==> config.mk <==
export PLATFORM = sky130hd
export DESIGN_NAME = ubdc_divider
export DESIGN_NICKNAME = d
export VERILOG_FILES = /design/src/ubdc_div_cell.sv /design/src/ubdc_divider.sv
export SDC_FILE = /design/constraint.sdc
export NUM_CORES = 2
export LEC_CHECK = 0
export BUFFER_PORTS_ARGS = -buffer_cell sky130_fd_sc_hd__buf_4
export CORE_ASPECT_RATIO = 1.75
export CORE_MARGIN = 3
export CORE_UTILIZATION = 35
export DETAILED_ROUTE_END_ITERATION = 8
export PLACE_DENSITY = 0.57
export SYNTH_ARGS = -nofsm -noshare
export SYNTH_HDL_FRONTEND = slang
export SYNTH_HIERARCHICAL = 1
export SYNTH_SLANG_ARGS = --single-unit
==> constraint.sdc <==
create_clock -name aclk -period 3.67 [get_ports aclk]
set_clock_uncertainty 0.1 [all_clocks]
set_input_delay 0.1835 -clock aclk [delete_from_list [all_inputs] [get_ports aclk]]
set_output_delay 0.1835 -clock aclk [all_outputs]
set_load 0.01 [all_outputs]
==> src/ubdc_div_cell.sv <==
// ----------------------------------------------------------------------------
// ubdc_div_cell: one restoring division step
// Shifts one dividend bit into the partial remainder, subtracts the divisor
// when it fits and shifts the quotient bit in. Divisor and side data ride along.
// ----------------------------------------------------------------------------
module ubdc_div_cell #(
    parameter int ND = 36,
    parameter int DW = 24,
    parameter int SW = 1
) (
    input  logic          aclk,
    input  logic          aresetn,
    input  logic          en,
    input  logic          in_valid,
    input  logic [ND-1:0] in_nq,
    input  logic [DW-1:0] in_rem,
    input  logic [DW-1:0] in_d,
    input  logic [SW-1:0] in_sb,
    output logic          out_valid,
    output logic [ND-1:0] out_nq,
    output logic [DW-1:0] out_rem,
    output logic [DW-1:0] out_d,
    output logic [SW-1:0] out_sb
);

    logic          valid_reg;
    logic [ND-1:0] nq_reg;
    logic [DW-1:0] rem_reg;
    logic [DW-1:0] d_reg;
    logic [SW-1:0] sb_reg;

    logic [DW:0]   trial;
    logic [DW:0]   diff;
    logic          fits;
    logic [DW-1:0] rem_next;
    logic [ND-1:0] nq_next;

    assign trial    = {in_rem, in_nq[ND-1]};
    assign diff     = trial - {1'b0, in_d};
    assign fits     = (trial >= {1'b0, in_d});
    assign rem_next = fits ? diff[DW-1:0] : trial[DW-1:0];
    assign nq_next  = {in_nq[ND-2:0], fits};

    always_ff @(posedge aclk) begin
        if (!aresetn) begin
            valid_reg <= 1'b0;
        end else if (en) begin
            valid_reg <= in_valid;
            nq_reg    <= nq_next;
            rem_reg   <= rem_next;
            d_reg     <= in_d;
            sb_reg    <= in_sb;
        end
    end

    assign out_valid = valid_reg;
    assign out_nq    = nq_reg;
    assign out_rem   = rem_reg;
    assign out_d     = d_reg;
    assign out_sb    = sb_reg;

endmodule

==> src/ubdc_divider.sv <==
// ----------------------------------------------------------------------------
// ubdc_divider: pipelined restoring divider
// A row of ND division cells; one quotient bit is settled per cell, so a new
// word enters each enabled cycle and leaves from the last cell.
// ----------------------------------------------------------------------------
module ubdc_divider #(
    parameter int ND = 36,
    parameter int DW = 24,
    parameter int SW = 1
) (
    input  logic          aclk,
    input  logic          aresetn,
    input  logic          en,
    input  logic          in_valid,
    input  logic [ND-1:0] dividend,
    input  logic [DW-1:0] divisor,
    input  logic [SW-1:0] in_sb,
    output logic          out_valid,
    output logic [ND-1:0] quotient,
    output logic [DW-1:0] remainder,
    output logic [DW-1:0] out_divisor,
    output logic [SW-1:0] out_sb
);

    logic          v  [ND+1];
    logic [ND-1:0] nq [ND+1];
    logic [DW-1:0] rm [ND+1];
    logic [DW-1:0] dv [ND+1];
    logic [SW-1:0] sb [ND+1];

    assign v[0]  = in_valid;
    assign nq[0] = dividend;
    assign rm[0] = '0;
    assign dv[0] = divisor;
    assign sb[0] = in_sb;

    for (genvar i = 0; i < ND; i++) begin : g_cell
        ubdc_div_cell #(
            .ND(ND),
            .DW(DW),
            .SW(SW)
        ) u_cell (
            .aclk     (aclk),
            .aresetn  (aresetn),
            .en       (en),
            .in_valid (v[i]),
            .in_nq    (nq[i]),
            .in_rem   (rm[i]),
            .in_d     (dv[i]),
            .in_sb    (sb[i]),
            .out_valid(v[i+1]),
            .out_nq   (nq[i+1]),
            .out_rem  (rm[i+1]),
            .out_d    (dv[i+1]),
            .out_sb   (sb[i+1])
        );
    end

    assign out_valid   = v[ND];
    assign quotient    = nq[ND];
    assign remainder   = rm[ND];
    assign out_divisor = dv[ND];
    assign out_sb      = sb[ND];

endmodule

# After elaboration in Yosys (flattened, before gate mapping)
# Index checks and enable logic that the tools add are counted.
[op_classes] addsub=36 magnitude_cmp=36 n_mux=36 n_reduce_logical=1
[op_table] cell="$ge A25 B24 Y1" count=35
[op_table] cell="$mux W24" count=35
[op_table] cell="$sub A24 B24 Y24" count=35
[op_table] cell="$ge A1 B24 Y1" count=1
[op_table] cell="$sub A1 B24 Y24" count=1
[op_table] cell="$reduce_and A2 Y1" count=1
[op_table] cell="$mux W1" count=1
[word_totals] register_bits=3096 input_bits=65 out_inout_bits=86 elab_cells=290

# Depth between registers and ports, before layout
[logic_depth] depth_word=2 depth_mapped=11

# By module
# The synthesis kept the hierarchy.
[by_module_without_submodules] mod="ubdc_div_cell (g_cell[14].u_cell ...)" instances=25 cells_each=364 area_per_inst_um2=4493.1 seq_area_each_um2=2572.5
[by_module_without_submodules] mod="ubdc_div_cell (g_cell[0].u_cell ...)" instances=8 cells_each=366 area_per_inst_um2=4329.2 seq_area_each_um2=2572.5
[by_module_without_submodules] mod="ubdc_div_cell (g_cell[13].u_cell ...)" instances=2 cells_each=340 area_per_inst_um2=4226.6 seq_area_each_um2=2572.5
[by_module_without_submodules] mod="ubdc_div_cell (g_cell[22].u_cell)" instances=1 cells_each=350 area_per_inst_um2=4219.0 seq_area_each_um2=2572.5
[by_module_without_submodules] mod="ubdc_divider" instances=1 cells_each=1 area_per_inst_um2=3.8 seq_area_each_um2=0.0

# Least setup slack after synthesis
# Ideal clock, no wire load.
[synth_path] kind="reg2reg" startpoint="reg g_cell[12].u_cell.rem_reg[18]" endpoint="reg g_cell[13].u_cell.rem_reg[4], data pin" setup_ns=0.262 t_arrival_ns=2.376 required_time_ns=3.308 path_slack_ns=0.932 path_stages_with_launch=9 cell_sequence="edfxtp_1 > ha_1 > buf_2 > and3_4 > nor3b_1 > a311o_1 > a311o_1 > a21oi_4 > mux2_1"
[synth_via] elab_chain_cells=2
[synth_lines] item="from (decl)" line="ubdc_div_cell.sv:28" rtl="logic [DW-1:0] rem_reg;"
[synth_lines] item="from (signal assigned)" line="ubdc_div_cell.sv:50" rtl="rem_reg <= rem_next;"
[synth_lines] item="$ge A25 B24 Y1" line="ubdc_div_cell.sv:40" rtl="assign fits = (trial >= {1'b0, in_d});"
[synth_lines] item="$mux W24" line="ubdc_div_cell.sv:41" rtl="assign rem_next = fits ? diff[DW-1:0] : trial[DW-1:0];"
[synth_lines] item="named net g_cell[13].u_cell.rem_next[4]" line="ubdc_div_cell.sv:35" rtl="logic [DW-1:0] rem_next;"
[synth_lines] item="to (signal assigned)" line="ubdc_div_cell.sv:50"
[synth_lines] item="to (decl)" line="ubdc_div_cell.sv:28"
# The timed path passes the listed nets, and every way through them passes these cells.
# A chain may end at the register's enable or synchronous reset.

# Final worst setup path
[layout_path] startpoint="reg g_cell[24].u_cell.d_reg[17]" endpoint="reg g_cell[25].u_cell.rem_reg[23], data pin"
[layout_via] elab_chain_cells=2
[layout_lines] item="from (decl)" line="ubdc_div_cell.sv:29" rtl="logic [DW-1:0] d_reg;"
[layout_lines] item="from (signal assigned)" line="ubdc_div_cell.sv:51" rtl="d_reg <= in_d;"
[layout_lines] item="$sub A24 B24 Y24 / $ge A25 B24 Y1 (equally long branches)" line="ubdc_div_cell.sv:39, ubdc_div_cell.sv:40"
[layout_lines] item="$mux W24 *" line="ubdc_div_cell.sv:41"
[layout_lines] item="named net g_cell[25].u_cell.rem_next[23]" line="ubdc_div_cell.sv:35"
[layout_lines] item="to (signal assigned)" line="ubdc_div_cell.sv:50"
[layout_lines] item="to (decl)" line="ubdc_div_cell.sv:28"
# Mark *: on every way through the listed nets, which the timed path passes. The rest lies on a longest branch.

==> impl_metrics.py <==
metrics = {
    "route": {
        "drc": 0,
        "via_per_inst": 5.36,
        "wl_per_cell_um": 26.6,
        "wl_met3_mm": 16.6,
        "drt-pass1-iter-count": 9,
        "wl_mm": 543,
        "drt_iter0_drc": 6501,
        "routed.top_layer": "met5",
        "postRouteAntennaNets": 0,
        "vias": 109000,
        "met2WireLength_mm": 305,
        "wl_met1_mm": 149,
    },
    "setup_path": {
        "crit_type": "flip-flop to flip-flop",
        "cpMaxStageDelayCell": "nor4_1",
        "max_stage_delay_ns": 0.56,
        "cp_cell_sequence": "inv_1 > ha_1 > nand4_1 > nor4_1 > buf_4 > nand4_1 > a31oi_1 > a211oi_4 > buf_4 > o31ai_1 > buf_4",
        "crit_fanout": 21,
        "arrival_ns": 4.35,
        "startpoint": "g_cell[24].u_cell/out_d[17]$_DFFE_PP_",
        "startpoint_type": "flip-flop",
        "endpoint_kind": "flip-flop",
        "timing.rr.start": "g_cell[24].u_cell/out_d[17]$_DFFE_PP_",
        "cp.required_ns": 4.40,
        "reg2reg_depth": 11,
        "critPathMostFrequentCell": "buf_4",
    },
    "cts": {
        "cts_tree": "yes",
        "h-tree-depth": 5,
        "numCtsBuffers": 315,
        "cts.sinks": 3096,
        "cts-root-buf": "clkbuf_16",
        "clk_latency_ns": 0.99,
        "path_clk_slew_ns": 0.06,
        "clockBufferDepth": 4,
    },
    "synthesis": {
        "ys_seq_area_share_pct": 58.0,
        "synth_edf_count": 3060,
        "syn_inst": 13100,
        "async_flop_share_pct": 0,
        "syn_area_mm2": 0.160,
        "synth_commonest_cells": "edfxtp_1 (3060), inv_1 (1145), a21oi_1 (974)",
        "ys_ff_latch": 3096,
        "synth_ff_type": "edfxtp_1",
        "synth_top_cell_area_share_pct": 57.6,
        "yosysTopAreaCell": "edfxtp_1",
        "ys_top_cells_by_area": "edfxtp_1 (58%), ha_1 (6.8%), a21oi_1 (3.1%), inv_1 (2.7%), nand2_1 (2.0%)",
        "yosysMostFrequentCell": "edfxtp_1",
        "synth.distinct_cells": 84,
        "syn_area_per_cell_um2": 12.2,
        "ys_warn_count": 6,
    },
    "timing": {
        "setup_viol": 0,
        "drv_slew": 0,
        "fmaxAchievable_mhz": 276,
        "max_slew_margin_pct": 14.3,
        "finalHoldViolCount": 0,
        "min_period_over_period_pct": 98.6,
        "rsz0062_at_grt": "no",
        "tightestPinTransition_ns": 1.27,
        "finalCriticalPeriod_ns": 3.62,
    },
    "cells_and_area": {
        "utilization_pct": 40.6,
        "final_layout_size_suffix_gt1_share_pct": 14.3,
        "multiInputGateArea_mm2": 0.0608,
        "nFillCells": 43000,
        "register_area_mm2": 0.0926,
        "syn2layout_area_growth_pct": 15.5,
        "nNetsFinal": 15000,
    },
    "placement": {
        "gp_congestion": 0.951,
        "hpwlAfterDp_mm": 438,
        "io_buffers": 150,
    },
    "global_route": {
        "grtUsageTotal_pct": 22.8,
        "antenna_found_initial": 65,
        "grt_max_degree": 86,
        "grt_pass1_vias": 114000,
        "grt_pass1_wl_mm": 770,
        "grt_overflow_total": 0,
    },
    "die": {
        "io_pins": 151,
        "die_w_um": 517,
        "dieArea_mm2": 0.465,
        "core_mm2": 0.454,
        "start_util_pct": 35.2,
        "dieHeight_um": 899,
        "num_rows": 327,
    },
    "worst_hold_path": {
        "hp-start": "dividend[35]",
        "hold_class": "primary input to flip-flop",
        "hold_depth": 4,
    },
    "pwr": {
        "powerDensity_mw_per_mm2": 510,
        "p_total_mw": 94.1,
        "ir_drop_uv": 454,
        "p_leak_nw": 69.1,
    },
    "run_status": {
        "status": "completed",
    },
    "job": {
        "max_cap_viol_count": 0,
    },
}
==> sequential cells by signal, summed over array words and instances (netlist names) <==
register / cells
g_cell.u_cell/out_sb: 36
g_cell.u_cell/out_nq: 1296
g_cell.u_cell/out_rem: 864
g_cell.u_cell/out_valid: 36
g_cell.u_cell/out_d: 864
==> worst paths after layout <==
path / end / slack [ns]
max: g_cell[25].u_cell/out_rem[23]$_DFFE_PP_ / 0.05
min: g_cell[0].u_cell/out_rem[0]$_DFFE_PP_ / 0.13
max reg2reg: g_cell[25].u_cell/out_rem[23]$_DFFE_PP_ / 0.05
min reg2reg: g_cell[20].u_cell/out_nq[22]$_DFFE_PP_ / 0.30
==> kinds of logic (layout without fill, tap and decap cells) <==
kind of cell,after synthesis,count (layout),synth area share [%]
AO/OA/AOI/OAI,3304,3304,14.3
XOR/XNOR,449,449,2.46
adder cells (fa/ha/maj),900,900,7.22
buffers and inverters,1529,2696,4.19
flip-flops,3096,3096,58.0
multiplexers,344,344,2.56
other,1,271,0.00235
AND/OR/NAND/NOR,3436,3436,11.3
==> metal layers <==
layer	track usage (%)	up-vias
met3	3.04	1713
met5	0	-
met2	45.3	2981
li1	-	51600
met4	25.4	16
met1	17.1	53100
==> power by group <==
| part | leakage (nW) | switching [mW] | internal, mW | total, mW |
|---|---|---|---|---|
| clock | 5.01 | 14.4 | 18.2 | 32.6 |
| sequential | 29.0 | 1.51 | 41.6 | 43.1 |
| combinational | 35.1 | 11.3 | 7.10 | 18.4 |
| total | 69.1 | 27.2 | 66.9 | 94.1 |
==> layout by cell type, fill, tap and decap left out, drive strengths merged, types with 103 or more instances in the layout <==
cell and count:
o21a 242, and3 228, a211oi 104, o31ai 218, nand4 161, o21ai 689
xor2 183, mux2 287, or3 103, inv 1201, nor2 552, a21oi 976
xnor2 266, diode 222, a21boi 129, edfxtp 3060, clkbuf 363, ha 864
buf 824, clkinv 133, dlygate4sd3 128, nor3 406, nand2 864, and2 153
nor2b 169, nand3 440
==> final cells by class <==
cell class | count | share of cell area, %
multi-input combinational | 8482 | 33.0
tap | 5922 | 4.02
inverter | 1179 | 2.47
timing repair buffer | 952 | 4.37
clock buffer | 363 | 4.45
antenna | 222 | 0.301
clock inverter | 202 | 1.17
sequential | 3096 | 50.2
==> what timing repair did <==
| action | CTS | global route |
|---|---|---|
| setup endpoints to repair | 53 | 27 |
| hold endpoints to repair | 168 | 0 |
| gates cloned | 0 | 0 |
| setup buffers | 0 | 1 |
| gates resized for setup | 11 | 17 |
| pin swaps | 2 | 4 |
| hold buffers | 128 | 0 |
==> through the flow <==
step                      TNS, ns  instance area [µm²]  setup slack (ns)  hold slack [ns]  cells
after floorplan                 0               160000             0.932            0.182  13100
final                           0               184000            0.0501            0.127  20400
after global routing            0               184000           0.00933            0.123  20400
after global placement     -22.07               172000            -0.847            0.262  19500
after CTS                       0               184000           0.00653           0.0420  20200
after detailed placement   -23.92               172000            -0.821            0.263  19500
==> critical path, delay by kind of cell, from the launching register on <==
family,cells,cell delay (ns)
AND/OR/NAND/NOR,3,1.04
AO/OA/AOI/OAI,3,0.84
buffers and inverters,4,0.70
flip-flops,1,0.42
adder cells (fa/ha/maj),1,0.40
(Power assumes the default switching activity.)
